File: src/design/iwma_pkg.sv
// Package for the interval window max/avg block: field widths, register
// codes, reset values and the controller/datapath command and status types.
// No dependencies.
package iwma_pkg;

	localparam int CH_W      = 6;
	localparam int TIME_W    = 64;
	localparam int VAL_W     = 32;
	localparam int FREQ_W    = 32;
	localparam int ACT_W     = 7;
	localparam int MUL_W     = TIME_W + 10;
	localparam int DIV_STEPS = 32;
	localparam int PADDR_W   = 3;
	localparam int PDATA_W   = 32;
	localparam int S_TDATA_W = 136;
	localparam int M_TDATA_W = 72;
	localparam int M_TUSER_W = 1;

	localparam logic [FREQ_W-1:0] TICK_FREQ_RST = 32'd1000000;
	localparam logic [ACT_W-1:0]  ACTIVE_RST    = 7'd0;

	typedef enum logic {
		REG_TICK_FREQ = 1'b0,
		REG_ACTIVE    = 1'b1
	} reg_idx_t;

	typedef struct packed {
		logic clear_wr;
		logic load_in;
		logic prep;
		logic conv_go;
		logic store;
		logic scan_rd;
		logic scan_acc;
		logic avg_go;
		logic out_load;
	} cmd_t;

	typedef struct packed {
		logic bad;
		logic div_done;
		logic div_busy;
		logic out_free;
	} sts_t;

endpackage

File: src/design/iwma_ctrl.sv
// Controller: sequences clearing, conversion, store, ring scan, mean and
// result handoff. Depends on iwma_pkg.
module iwma_ctrl import iwma_pkg::*; #(
	parameter int CHANNELS = 64,
	parameter int SAMPLES  = 16
) (
	input  logic                    clk,
	input  logic                    arst_n,
	input  logic                    s_tvalid,
	output logic                    s_tready,
	input  sts_t                    sts,
	output cmd_t                    cmd,
	output logic [((CHANNELS > 1 ? $clog2(CHANNELS) : 1) + $clog2(SAMPLES))-1:0] clr_addr,
	output logic [$clog2(SAMPLES)-1:0] scan_idx
);

	localparam int CW    = CHANNELS > 1 ? $clog2(CHANNELS) : 1;
	localparam int SW    = $clog2(SAMPLES);
	localparam int CNT_W = CW + SW;

	typedef enum logic [3:0] {
		ST_CLEAR,
		ST_IDLE,
		ST_PREP,
		ST_CONVGO,
		ST_CONV,
		ST_STORE,
		ST_SCAN,
		ST_AVGGO,
		ST_AVG,
		ST_FINISH
	} state_t;

	state_t           state_q;
	logic [CNT_W-1:0] cnt_q;
	logic             scan_end;

	assign scan_end = cnt_q == CNT_W'(SAMPLES);

	always_ff @(posedge clk or negedge arst_n) begin
		if (!arst_n) begin
			state_q <= ST_CLEAR;
			cnt_q   <= '0;
		end else begin
			unique case (state_q)
				ST_CLEAR: begin
					cnt_q <= cnt_q + 1'b1;
					if (&cnt_q) begin
						state_q <= ST_IDLE;
					end
				end
				ST_IDLE: begin
					if (s_tvalid) begin
						state_q <= ST_PREP;
					end
				end
				ST_PREP: begin
					state_q <= sts.bad ? ST_FINISH : ST_CONVGO;
				end
				ST_CONVGO: begin
					state_q <= ST_CONV;
				end
				ST_CONV: begin
					if (sts.div_done) begin
						state_q <= ST_STORE;
					end
				end
				ST_STORE: begin
					cnt_q   <= '0;
					state_q <= ST_SCAN;
				end
				ST_SCAN: begin
					if (scan_end) begin
						cnt_q   <= '0;
						state_q <= ST_AVGGO;
					end else begin
						cnt_q <= cnt_q + 1'b1;
					end
				end
				ST_AVGGO: begin
					state_q <= ST_AVG;
				end
				ST_AVG: begin
					if (sts.div_done) begin
						state_q <= ST_FINISH;
					end
				end
				ST_FINISH: begin
					if (sts.out_free) begin
						state_q <= ST_IDLE;
					end
				end
				default: begin
					state_q <= ST_CLEAR;
					cnt_q   <= '0;
				end
			endcase
		end
	end

	always_comb begin
		cmd          = '0;
		cmd.clear_wr = state_q == ST_CLEAR;
		cmd.load_in  = (state_q == ST_IDLE) && s_tvalid;
		cmd.prep     = (state_q == ST_PREP) && !sts.bad;
		cmd.conv_go  = state_q == ST_CONVGO;
		cmd.store    = state_q == ST_STORE;
		cmd.scan_rd  = (state_q == ST_SCAN) && (cnt_q < CNT_W'(SAMPLES));
		cmd.scan_acc = (state_q == ST_SCAN) && (cnt_q != '0);
		cmd.avg_go   = state_q == ST_AVGGO;
		cmd.out_load = (state_q == ST_FINISH) && sts.out_free;
	end

	assign s_tready = state_q == ST_IDLE;
	assign clr_addr = cnt_q;
	assign scan_idx = cnt_q[SW-1:0];

endmodule

File: config.mk
export PLATFORM = sky130hd
export DESIGN_NAME = iwma_ctrl
export DESIGN_NICKNAME = d
export VERILOG_FILES = /design/src/design/iwma_pkg.sv /design/src/design/iwma_ctrl.sv
export SDC_FILE = /design/constraint.sdc
export NUM_CORES = 1
export LEC_CHECK = 0
export BUFFER_PORTS_ARGS = -buffer_cell sky130_fd_sc_hd__buf_4
export CELL_PAD_IN_SITES_DETAIL_PLACEMENT = 0
export CELL_PAD_IN_SITES_GLOBAL_PLACEMENT = 1
export CORE_AREA = 2 2 56 58
export CTS_CLUSTER_DIAMETER = 30
export DETAILED_ROUTE_END_ITERATION = 7
export DIE_AREA = 0 0 58 60
export GPL_ROUTABILITY_DRIVEN = 0
export PLACE_DENSITY = 0.86
export SLEW_MARGIN = 20
export SYNTH_ARGS = -nofsm -noshare
export SYNTH_HDL_FRONTEND = slang
export SYNTH_SLANG_ARGS = --single-unit
File: constraint.sdc
create_clock -name clk -period 5.4 [get_ports clk]
set_clock_uncertainty 0.2 [all_clocks]
set_input_delay 0 -clock clk [delete_from_list [all_inputs] [get_ports clk]]
set_output_delay 0 -clock clk [all_outputs]
set_load 0.01 [all_outputs]
After elaboration in Yosys (flattened, before gate mapping) --
Index checks and enable logic that the tools add are counted.
Operators by class: add/sub/neg operators 1, $mul 0, div/mod/pow operators 0, $lt $le $gt $ge 1, eq/ne operators 16, shifts and indexed selects 0, muxes and demuxes 10, bitwise logic cells 0, reduce and logical (&&, ||, !) cells 11
Operators with widths (number):
- one-hot mux 4 bit (10 select lines) | 1
- one-hot mux 10 bit (3 select lines) | 1
- 2-to-1 mux 4 bit | 7
- == test 4 x 3 -> 1 bit (second input constant) | 4
- adder 10 x 1 -> 10 bit (second input constant) | 1
- == test 10 x 5 -> 1 bit (second input constant) | 1
- < comparator 10 x 5 -> 1 bit (second input constant) | 1
- 2-to-1 mux 10 bit | 1
- inequality test 2 bit (second input constant) | 5
- AND reduction 10 bit | 1
- nonzero test 10 bit | 1
- == test 4 x 2 -> 1 bit (second input constant) | 2
- == test 4 bit (second input constant) | 2
- OR reduction 7 bit | 1
- AND reduction 6 bit | 1
- logical AND 1 bit | 5
- == test 4 x 1 -> 1 bit (second input constant) | 1
- zero test 4 bit | 1
- inequality test 2 x 1 -> 1 bit (second input constant) | 1
- zero test 1 bit | 1
Storage, ports and cells: register bits after elaboration 14, latch bits 0, memory bits (writable) 0, ROM bits 0, input port bits 7, output and inout bits 24, memories 0

Depth between registers and ports, before layout --
Gate-level depths: netlist of run 1.
depth in word-level cells 3, mapped depth 7

Worst setup path before layout of run 1 --
No wires, ideal clock.
kind register -> register, start reg cnt_q[3], in the netlist clr_addr[3], end reg state_q[3], setup time 0.128 ns, data arrival time 1.572 ns, required time 5.072 ns, path slack 3.501 ns, cell stages (with the launch flop) 6, path buffers 1, period minus slack after synthesis 1.899 ns, cells stage by stage dfrtp_1 > buf_2 > nand4_1 > o31a_1 > nor4_2 > mux2_1
On the way: cells in the longest elaborated chain, start to end 3, elaborated cells on any way between the ends 5, classes of those cells eq/ne (3); reduce/logical (2)
RTL lines:
- start, declared | line iwma_ctrl.sv:35 | logic [CNT_W-1:0] cnt_q;
- start signal, assigned | line iwma_ctrl.sv:47 | cnt_q <= cnt_q + 1'b1;
- start signal, assigned | line iwma_ctrl.sv:77 | cnt_q <= cnt_q + 1'b1;
- == test 10 x 5 -> 1 bit or AND reduction 10 bit (tied branches) | line iwma_ctrl.sv:38, iwma_ctrl.sv:48
- inequality test 2 bit (no line) or inequality test 2 x 1 -> 1 bit (tied branches)
- AND reduction 6 bit (no line) (*)
- end signal, assigned | line iwma_ctrl.sv:58 | state_q <= sts.bad ? ST_FINISH : ST_CONVGO;
- end, declared | line iwma_ctrl.sv:34 | state_t state_q;
Every way passes the cells marked *; elsewhere a longest branch is shown, timed or not. A chain may end at the register's enable or synchronous reset.

Worst setup path after layout of run 1 --
start reg state_q[2], end reg state_q[3]
On the way: cells in the longest elaborated chain, start to end 3, elaborated cells on any way between the ends 18, classes of those cells eq/ne (15); mux (1); reduce/logical (2)
RTL lines:
- == test 4 x 3 -> 1 bit (tied with other cells) | line iwma_ctrl.sv:45 | unique case (state_q)
- inequality test 2 bit (no line) or inequality test 2 x 1 -> 1 bit (tied branches)
- AND reduction 6 bit (no line)
Several ways; a longest one is shown, not always the timed one.

==> out/results.ini, run 1 <==
[critical_path]
r2r_start = state_q[2]
path_buf_inv = 0
rr_endpoint = state_q[3]
crit_type = register to register
required_ps = 5370
setup.worst_path.end_class = register
critical_path_depth = 4
path_cells = nand4bb_1 -> a41oi_2 -> nor4_2 -> mux2_1
path_max_fanout = 16
start_kind = register
critical_path.slowest_cell = dfrtp_1
critPathArrivalTime_ps = 2300
reg2reg_slack_ps = 3070
r2r_cells = 4
critPathTopFamily = flip-flops
worst_path_largest_cell_delay_ps = 710

[yosys]
ys_seq_area_share_pct = 31.6
syn_inst = 128
synth_edf_count = 0
ys_seq_elements = 14
synthesis.nets = 137
avgSynthCellArea_um2 = 8.65
ys_types = 48
async_flop_share_pct = 100
netlist_area_um2 = 1110
synthFlopType = dfrtp_1
ys_warn_count = 0

[hold_path]
holdPathStages = 4
hp-class = input pin to register
whs_endpoint = state_q[0]
holdCritStartpoint = sts[0]

[global_route]
grt_max_degree = 19
grt_remaining_overflow = 0
grtUsageTotal_pct = 15.5
grt_pass1_vias = 909
antenna_found_initial = 0
grt_pass1_wl_um = 4060

[finish]
drive_gt1_share_pct = 29.3
syn2layout_area_growth_pct = 21.6
fillers = 286
final_cell_area_um2 = 1350
ff_latch_area_um2 = 350
fin_nets = 160
multi_input_area_um2 = 649
n_antenna_cell = 0

[timing]
slew_headroom_pct = 56.0
tightest_slew_ps = 654
setup_viol = 0
hold_violations = 0
slew_viol_final = 0
period_needed_ps = 2330
fmax_ghz = 0.430
rsz0062_at_grt = no
fin_tns_setup_ps = 0
period_share_pct = 43.1

[placement]
place_area_um2 = 1270
io_buffers = 29
hpwl_um = 1770

[clock_network]
cts_resized = 0
hold_buffers = 4
post-cts-setup-buffer-count = 0
clock_sinks = 14
cts.htree.levels = 1
clkTransAtPathRegs_ps = 80
clock_latency_ps = 280
cts_made_buffers = 3
tritoncts = yes
clock_path_buffers = 2
clockRootBuffer = clkbuf_4

[run_status]
outcome = complete, no violations

[die]
rows = 20
top_level_ports = 31
start_util_pct = 38.1
die-width_um = 58
die_h_um = 60
coreArea_um2 = 2900
floorplan.die_area_um2 = 3480

[route]
routedWlPerCell_um = 13.7
viasPerCell = 5.63
drt_iter0_markers = 34
drc = 0
vias = 1031
first_pass_iters = 4
wirelength_um = 2510
ant_nets = 0

[power]
power_leakage_uw = 0.000601
powerDensity_nw_per_um2 = 444
peakVddDrop_mv = 0.237

[flow_run]
cap_violations = 0

[tightest hold or removal path, cell delays in order]
cell and delay, ps:
buf_4 80, nand2_1 50, nor4b_2 170, a31o_2 210
[layout make-up]
type	instances	area share, %
Tap cell	33	3.07
Clock buffer	4	2.70
Inverter	3	0.836
Multi-Input combinational cell	96	48.2
Sequential cell	14	26.0
Timing Repair Buffer	33	19.1
[registers in the layout (all words and copies together), names as in the netlist]
name / count
clr_addr: 10
state_q: 4
[Yosys cell counts (all sizes together) (2+ instances only)]
master / number / area share, %
ha: 2 / 2.3
nand3b: 2 / 1.4
or2: 2 / 1.4
o21ai: 6 / 2.7
nor3: 7 / 3.6
nand3: 5 / 2.3
a41oi: 2 / 2.3
and2: 2 / 1.2
nor2b: 4 / 2.3
o211ai: 3 / 2.0
o22ai: 4 / 2.3
o311ai: 2 / 1.6
o21a: 2 / 1.4
buf: 14 / 8.4
nor4: 4 / 4.2
nand2b: 3 / 1.7
a22o: 2 / 1.6
o221ai: 2 / 1.6
nand2: 17 / 5.8
nor4b: 2 / 2.1
mux2: 2 / 2.4
nor2: 8 / 2.7
inv: 3 / 1.0
dfrtp: 14 / 32
[kinds of logic after synthesis]
kind of cell | Yosys count | synth area share (%)
AOI/OAI and AO/OA | 28 | 18.9
buffers and inverters | 18 | 9.72
adders and majority gates | 2 | 2.26
muxes | 2 | 2.37
xor gates and xnor gates | 2 | 1.58
and+or+nand+nor | 62 | 33.6
DFF | 14 | 31.6
[layout by cell type (no fill, tap or decap), drive strengths merged, types with 2 or more instances in the layout]
cell type	synthesis	routed
clkbuf	1	4
and2	2	2
a22o	2	2
nand3b	2	2
nand2	17	17
nor2	8	8
inv	3	3
buf	14	29
o21a	2	2
o211ai	3	3
o22ai	4	4
dlygate4sd3	0	4
ha	2	2
o221ai	2	2
nor4b	2	2
nor3	7	7
nand3	5	5
mux2	2	2
nand2b	3	3
nor4	4	4
o311ai	2	2
dfrtp	14	14
or2	2	2
nor2b	4	4
a41oi	2	2
o21ai	6	6
[worst max path at each step]
| stage | start | to |
|---|---|---|
| after detailed placement | state_q[2] | state_q[3] |
| after global routing | state_q[3] | clr_addr[5] |
| final | state_q[2] | state_q[3] |
| after global placement | state_q[2] | state_q[3] |
| after CTS | state_q[2] | state_q[3] |
| after floorplan | clr_addr[3] | state_q[3] |
[power breakdown]
part	switching (µW)	internal [µW]
sequential	71.9	130
combinational	160	160
clock	34.6	41.0
[through the flow]
step	setup WS (ps)	cells	utilization [%]	hold WS, ps	power, µW
after floorplan	3500	128	-	-496	446
after global placement	3110	175	43.8	-337	514
after detailed placement	3100	175	43.8	-338	523
after CTS	3090	183	46.4	62.3	603
after global routing	2960	183	46.4	73.9	645
final	3070	183	46.4	61.2	598
[layer usage]
layer | track usage [%] | vias up | share of wire (%) | routed length [µm]
li1 | - | 510 | - | -
met1 | 17.7 | 485 | 44 | 1110
met2 | 27.4 | 32 | 48 | 1210
met3 | 2.38 | 4 | 6.2 | 156
met4 | 8.64 | 0 | 1.5 | 37
met5 | 0 | - | 0 | 0
Note: power is estimated with default switching activity, not from simulation.
==> run 2, diff against run 1 <==
--- a/config.mk
+++ b/config.mk
@@ -8,12 +8,12 @@
 export BUFFER_PORTS_ARGS = -buffer_cell sky130_fd_sc_hd__buf_4
 export CELL_PAD_IN_SITES_DETAIL_PLACEMENT = 0
 export CELL_PAD_IN_SITES_GLOBAL_PLACEMENT = 1
-export CORE_AREA = 2 2 56 58
+export CORE_AREA = 2 2 61 63
 export CTS_CLUSTER_DIAMETER = 30
 export DETAILED_ROUTE_END_ITERATION = 7
-export DIE_AREA = 0 0 58 60
+export DIE_AREA = 0 0 63 65
 export GPL_ROUTABILITY_DRIVEN = 0
-export PLACE_DENSITY = 0.86
+export PLACE_DENSITY = 0.78
 export SLEW_MARGIN = 20
 export SYNTH_ARGS = -nofsm -noshare
 export SYNTH_HDL_FRONTEND = slang
==> constraint.sdc (replaced) <==
create_clock -name clk -period 2 [get_ports clk]
set_clock_uncertainty 0.2 [all_clocks]
set_input_delay 0 -clock clk [delete_from_list [all_inputs] [get_ports clk]]
set_output_delay 0 -clock clk [all_outputs]
set_load 0.01 [all_outputs]
==> run 2 against run 1 <==
Flip-flop and latch count stayed put; worst setup slack lost 3000 ps; sequential share of layout area down 2.9 points; routed wire length increased by 21%; sequential power rose by 120%; clock-buffer cell count is 1 lower; final area is 13% higher; largest cell class unchanged; largest power group unchanged; highest routed layer unchanged.
==> out/results.ini, run 2 (same netlist as run 1, synthesis figures left out) <==
[clock_network]
cts.htree.levels = 1
clock_path_buffers = 2
clockRootBuffer = clkbuf_4
cts_made_buffers = 3
tritoncts = yes
clock_sinks = 14
clock_latency_ps = 290
post-cts-setup-buffer-count = 0
clkTransAtPathRegs_ps = 100

[timing]
rsz0062_at_grt = no
slew_viol_final = 0
holdWs_ps = 91.4
hold_violations = 0
fin_tns_setup_ps = 0
period_share_pct = 96.5
period_needed_ps = 1930
setup_viol = 0
fmax_ghz = 0.518
finalWorstSetupSlack_ps = 70.0
tightest_slew_ps = 672
slew_headroom_pct = 55.0

[finish]
drive_gt1_share_pct = 37.9
final_cell_area_um2 = 1520
largest_reg_flops = 10
fin_nets = 180
n_antenna_cell = 0
final_common_cell = buf_4
syn2layout_area_growth_pct = 36.8
layout_common_cells = 49 x buf_4, 17 x nand2_1, 14 x dfrtp_1, 8 x nor2_1

[critical_path]
path_max_fanout = 6
setup.worst_path.end_class = register
start_kind = register
setup.worst_path.end = clr_addr[0]
crit_type = register to register
required_ps = 1990
path_cells = inv_1 -> ha_1 -> a41oi_4 -> buf_4 -> or2_4 -> mux2_4
reg2reg_slack_ps = 70
critPathArrivalTime_ps = 1920
rr_endpoint = clr_addr[0]
r2r_start = clr_addr[0]
worst_path_largest_cell_delay_ps = 420
critical_path.slowest_cell = dfrtp_1
startpoint = clr_addr[0]
r2r_cells = 6

[route]
routedWlPerCell_um = 14.0
ant_nets = 0
viasPerCell = 5.33
first_pass_iters = 4
drc = 0
drt_iter0_markers = 78
vias = 1156
wirelength_um = 3050

[flow_run]
cap_violations = 0

[hold_path]
holdCritStartpoint = s_tvalid
hp-class = input pin to primary output

[placement]
io_buffers = 29
place_area_um2 = 1440
pre_cts_slack_ps = 66.8
hpwl_um = 2270

[die]
start_util_pct = 31.7
floorplan.die_area_um2 = 4100
rows = 22
top_level_ports = 31
die-width_um = 63
die_h_um = 65
coreArea_um2 = 3500

[global_route]
antenna_found_initial = 0
grt_pass1_wl_um = 5090
grt_pass1_vias = 1101
grtUsageTotal_pct = 15.9
grt_remaining_overflow = 0
grt_max_degree = 17

[power]
peakVddDrop_mv = 0.500
power_leakage_uw = 0.000695
powerDensity_nw_per_um2 = 1170

[run_status]
outcome = complete, no violations

-- run 2: cell types whose count changed in the layout (fill, tap and decap cells not counted) --
| cell | delta |
|---|---|
| ha_1 | -1 |
| clkbuf_8 | -1 |
| a41oi_2 | -1 |
| ha_2 | +1 |
| buf_4 | +20 |
| a41oi_4 | +1 |
-- run 2: where the power goes --
part	switching (µW)	internal, µW
sequential	92.6	354
combinational	591	567
clock	100	70.1
total	784	991
-- run 2: worst min-delay path by stage --
| stage | to | slack, ps | cells after the start |
|---|---|---|---|
| CTS | cmd[7] | 100 | 3 |
| finish | cmd[7] | 90 | 3 |
| global placement | clr_addr[2] | -340 | 1 |
| floorplan | clr_addr[0] | -500 | 0 |
| global route | cmd[7] | 110 | 3 |
| detailed placement | clr_addr[2] | -330 | 1 |
-- run 2: timing repair --
action	CTS	global route
gates resized for setup	0	2
setup endpoints to repair	0	2
endpoints found under the hold margin	16	0
hold buffers	4	0
-- run 2: through the flow --
| step | power [µW] | cells | utilization [%] |
|---|---|---|---|
| floorplan | 1200 | 128 | - |
| global placement | 1550 | 210 | 41.2 |
| detailed placement | 1590 | 210 | 41.2 |
| CTS | 1770 | 217 | 42.9 |
| global route | 1920 | 217 | 43.3 |
| finish | 1770 | 217 | 43.3 |
-- run 2: cell type report --
cell class	count	area, µm²
well taps	48	60.1
clock buffers	3	22.5
flip-flops and latches	14	350
inverters	3	11.3
fillers	361	1980
repair buffers	53	408
multi-input cells	96	663
-- run 2: worst max-delay path, delay by kind of cell (launching register included) --
family / cells / cell delay, ps
buffers and inverters: 2 / 320
DFF: 1 / 420
and+or+nand+nor: 1 / 230
AOI/OAI and AO/OA: 1 / 170
muxes: 1 / 260
adders and majority gates: 1 / 230
-- run 2: routing by layer --
metal  vias to the layer above  GRT usage (%)  wire [µm]  part of all wire (%)
met5                         -              0          0                     0
li1                        543              -          -                     -
met1                       563           18.3       1270                    42
met4                         0           7.22         53                   1.7
met3                         7           2.95        168                   5.5
met2                        43           28.3       1550                    51
==> run 3, diff against run 2 <==
--- a/config.mk
+++ b/config.mk
@@ -9,6 +9,7 @@
 export CELL_PAD_IN_SITES_DETAIL_PLACEMENT = 0
 export CELL_PAD_IN_SITES_GLOBAL_PLACEMENT = 1
 export CORE_AREA = 2 2 61 63
+export CTS_BUF_LIST = sky130_fd_sc_hd__clkbuf_16
 export CTS_CLUSTER_DIAMETER = 30
 export DETAILED_ROUTE_END_ITERATION = 7
 export DIE_AREA = 0 0 63 65
==> run 3 against run 2 <==
Power rose by 12%; worst hold slack worse by 72 ps; core utilization rose by 1.2 points; clock-buffer cell count unchanged; routed wire length down 0.62%; die area unchanged; sequential share of layout area down 0.63 points; non-clock buffer count shrank 1; via count shrank 1.0%; critical path depth did not move; combinational power is essentially flat; highest routed layer unchanged.
==> out/results.ini, run 3 (same netlist as run 1, synthesis figures left out) <==
[run_status]
outcome = complete, no violations

[die]
start_util_pct = 31.7
die_h_um = 65
rows = 22
floorplan.die_area_um2 = 4100
top_level_ports = 31
coreArea_um2 = 3500
die-width_um = 63

[route]
drt_iter0_markers = 77
drc = 0
viasPerCell = 5.30
ant_nets = 0
vias = 1144
routedWlPerCell_um = 14.0
first_pass_iters = 4
wirelength_um = 3030

[global_route]
antenna_found_initial = 0
grtUsageTotal_pct = 15.8
grt_pass1_wl_um = 5090
grt_max_degree = 17
grt_pass1_vias = 1119
grt_remaining_overflow = 0

[finish]
fin_util_pct = 44.6
multi_input_area_um2 = 663
largest_reg_flops = 10
layout_common_cells = 49 x buf_4, 17 x nand2_1, 14 x dfrtp_1, 8 x nor2_1
drive_gt1_share_pct = 38.1
syn2layout_area_growth_pct = 40.7
n_antenna_cell = 0
final_common_cell = buf_4
ff_latch_area_um2 = 350
fin_nets = 179
final_cell_area_um2 = 1560
fillers = 352

[hold_path]
holdCritStartpoint = sts[3]
hp-class = input pin to register

[power]
power.total_uw = 1980
p_seq_share_pct = 22.5
powerDensity_nw_per_um2 = 1270
power.clock.fraction_pct = 19.2
pwr-share-comb_pct = 58.2
p_sw_uw = 800
power_leakage_uw = 0.000714
peakVddDrop_mv = 0.524
p_sw_share_pct = 40.4
intPower_uw = 1180

[timing]
period_share_pct = 96.0
tightest_slew_ps = 688
fmax_ghz = 0.521
finalWorstSetupSlack_ps = 80.4
hold_violations = 0
fin_tns_setup_ps = 0
slew_headroom_pct = 54.0
rsz0062_at_grt = no
period_needed_ps = 1920
slew_viol_final = 0
setup_viol = 0

[critical_path]
path_max_fanout = 6
critPathArrivalTime_ps = 1850
required_ps = 1930
critical_path.slowest_cell = dfrtp_1
start_kind = register
worst_path_largest_cell_delay_ps = 410
path_buf_inv = 2
crit_type = register to register
critPathTopFamily = flip-flops
r2r_start = clr_addr[0]
path_cells = inv_1 -> ha_1 -> a41oi_4 -> buf_4 -> or2_4 -> mux2_4
setup.worst_path.end_class = register
startpoint = clr_addr[0]

[placement]
hpwl_um = 2270
place_area_um2 = 1440
io_buffers = 29
pre_cts_slack_ps = 66.8

[clock_network]
tritoncts = yes
clock_path_buffers = 2
clkTransAtPathRegs_ps = 50
clockRootBuffer = clkbuf_16
cts_made_buffers = 3
cts.htree.levels = 1
clock_latency_ps = 250
clock_sinks = 14

[flow_run]
cap_violations = 0

==> run 3: cell count changes in the layout (fill, tap and decap cells not counted), sizes merged <==
cell,previous run,this run
dlygate4sd3,4,3
==> run 3: routing by layer <==
layer | GRT usage (%) | share of wire, % | vias up
li1 | - | - | 540
met1 | 17.8 | 40 | 556
met2 | 28.5 | 52 | 43
met3 | 3.13 | 6.0 | 5
met4 | 7.78 | 1.7 | 0
met5 | 0 | 0 | -
==> run 3: tightest hold or removal path: stages <==
cell and delay [ps]:
buf_4 90, nor2b_1 100, o21ai_0 90, nor4b_1 140
==> run 3: layout make-up <==
type | instances | area share (%)
Multi-Input combinational cell | 96 | 42.6
Timing Repair Buffer | 52 | 25.5
Tap cell | 48 | 3.86
Sequential cell | 14 | 22.5
Clock buffer | 3 | 4.82
Inverter | 3 | 0.723
==> run 3: through the flow <==
| step | hold WS (ps) | std cells |
|---|---|---|
| 2_1_floorplan | -496 | 128 |
| 3_3_place_gp | -336 | 210 |
| 3_5_place_dp | -330 | 210 |
| 4_1_cts | 23.4 | 216 |
| 5_1_grt | 71.6 | 216 |
| 6_report | 19.7 | 216 |
==> run 3: path summary, 6_finish.rpt <==
path,end,slack (ps),cells past startpoint
max,clr_addr[0],80,6
min,state_q[1],20,4
max reg2reg,clr_addr[0],80,6
min reg2reg,clr_addr[4],360,2
max in group asynchronous,state_q[0],480,3
min in group asynchronous,clr_addr[2],680,3
==> run 3: repair_timing <==
item | 4_1_cts | 5_1_grt
endpoints found under the hold margin | 15 | 0
setup endpoints to repair | 0 | 2
hold buffers | 3 | 0
resized for setup | 0 | 2
setup buffers | 0 | 0
==> run 3: power by group through the flow <==
stage	clock network (µW)	registers, µW	logic, µW
2_1_floorplan	0	418	787
3_3_place_gp	0	444	1110
3_5_place_dp	0	451	1130
4_1_cts	388	446	1150
5_1_grt	400	456	1270
6_report	382	447	1150
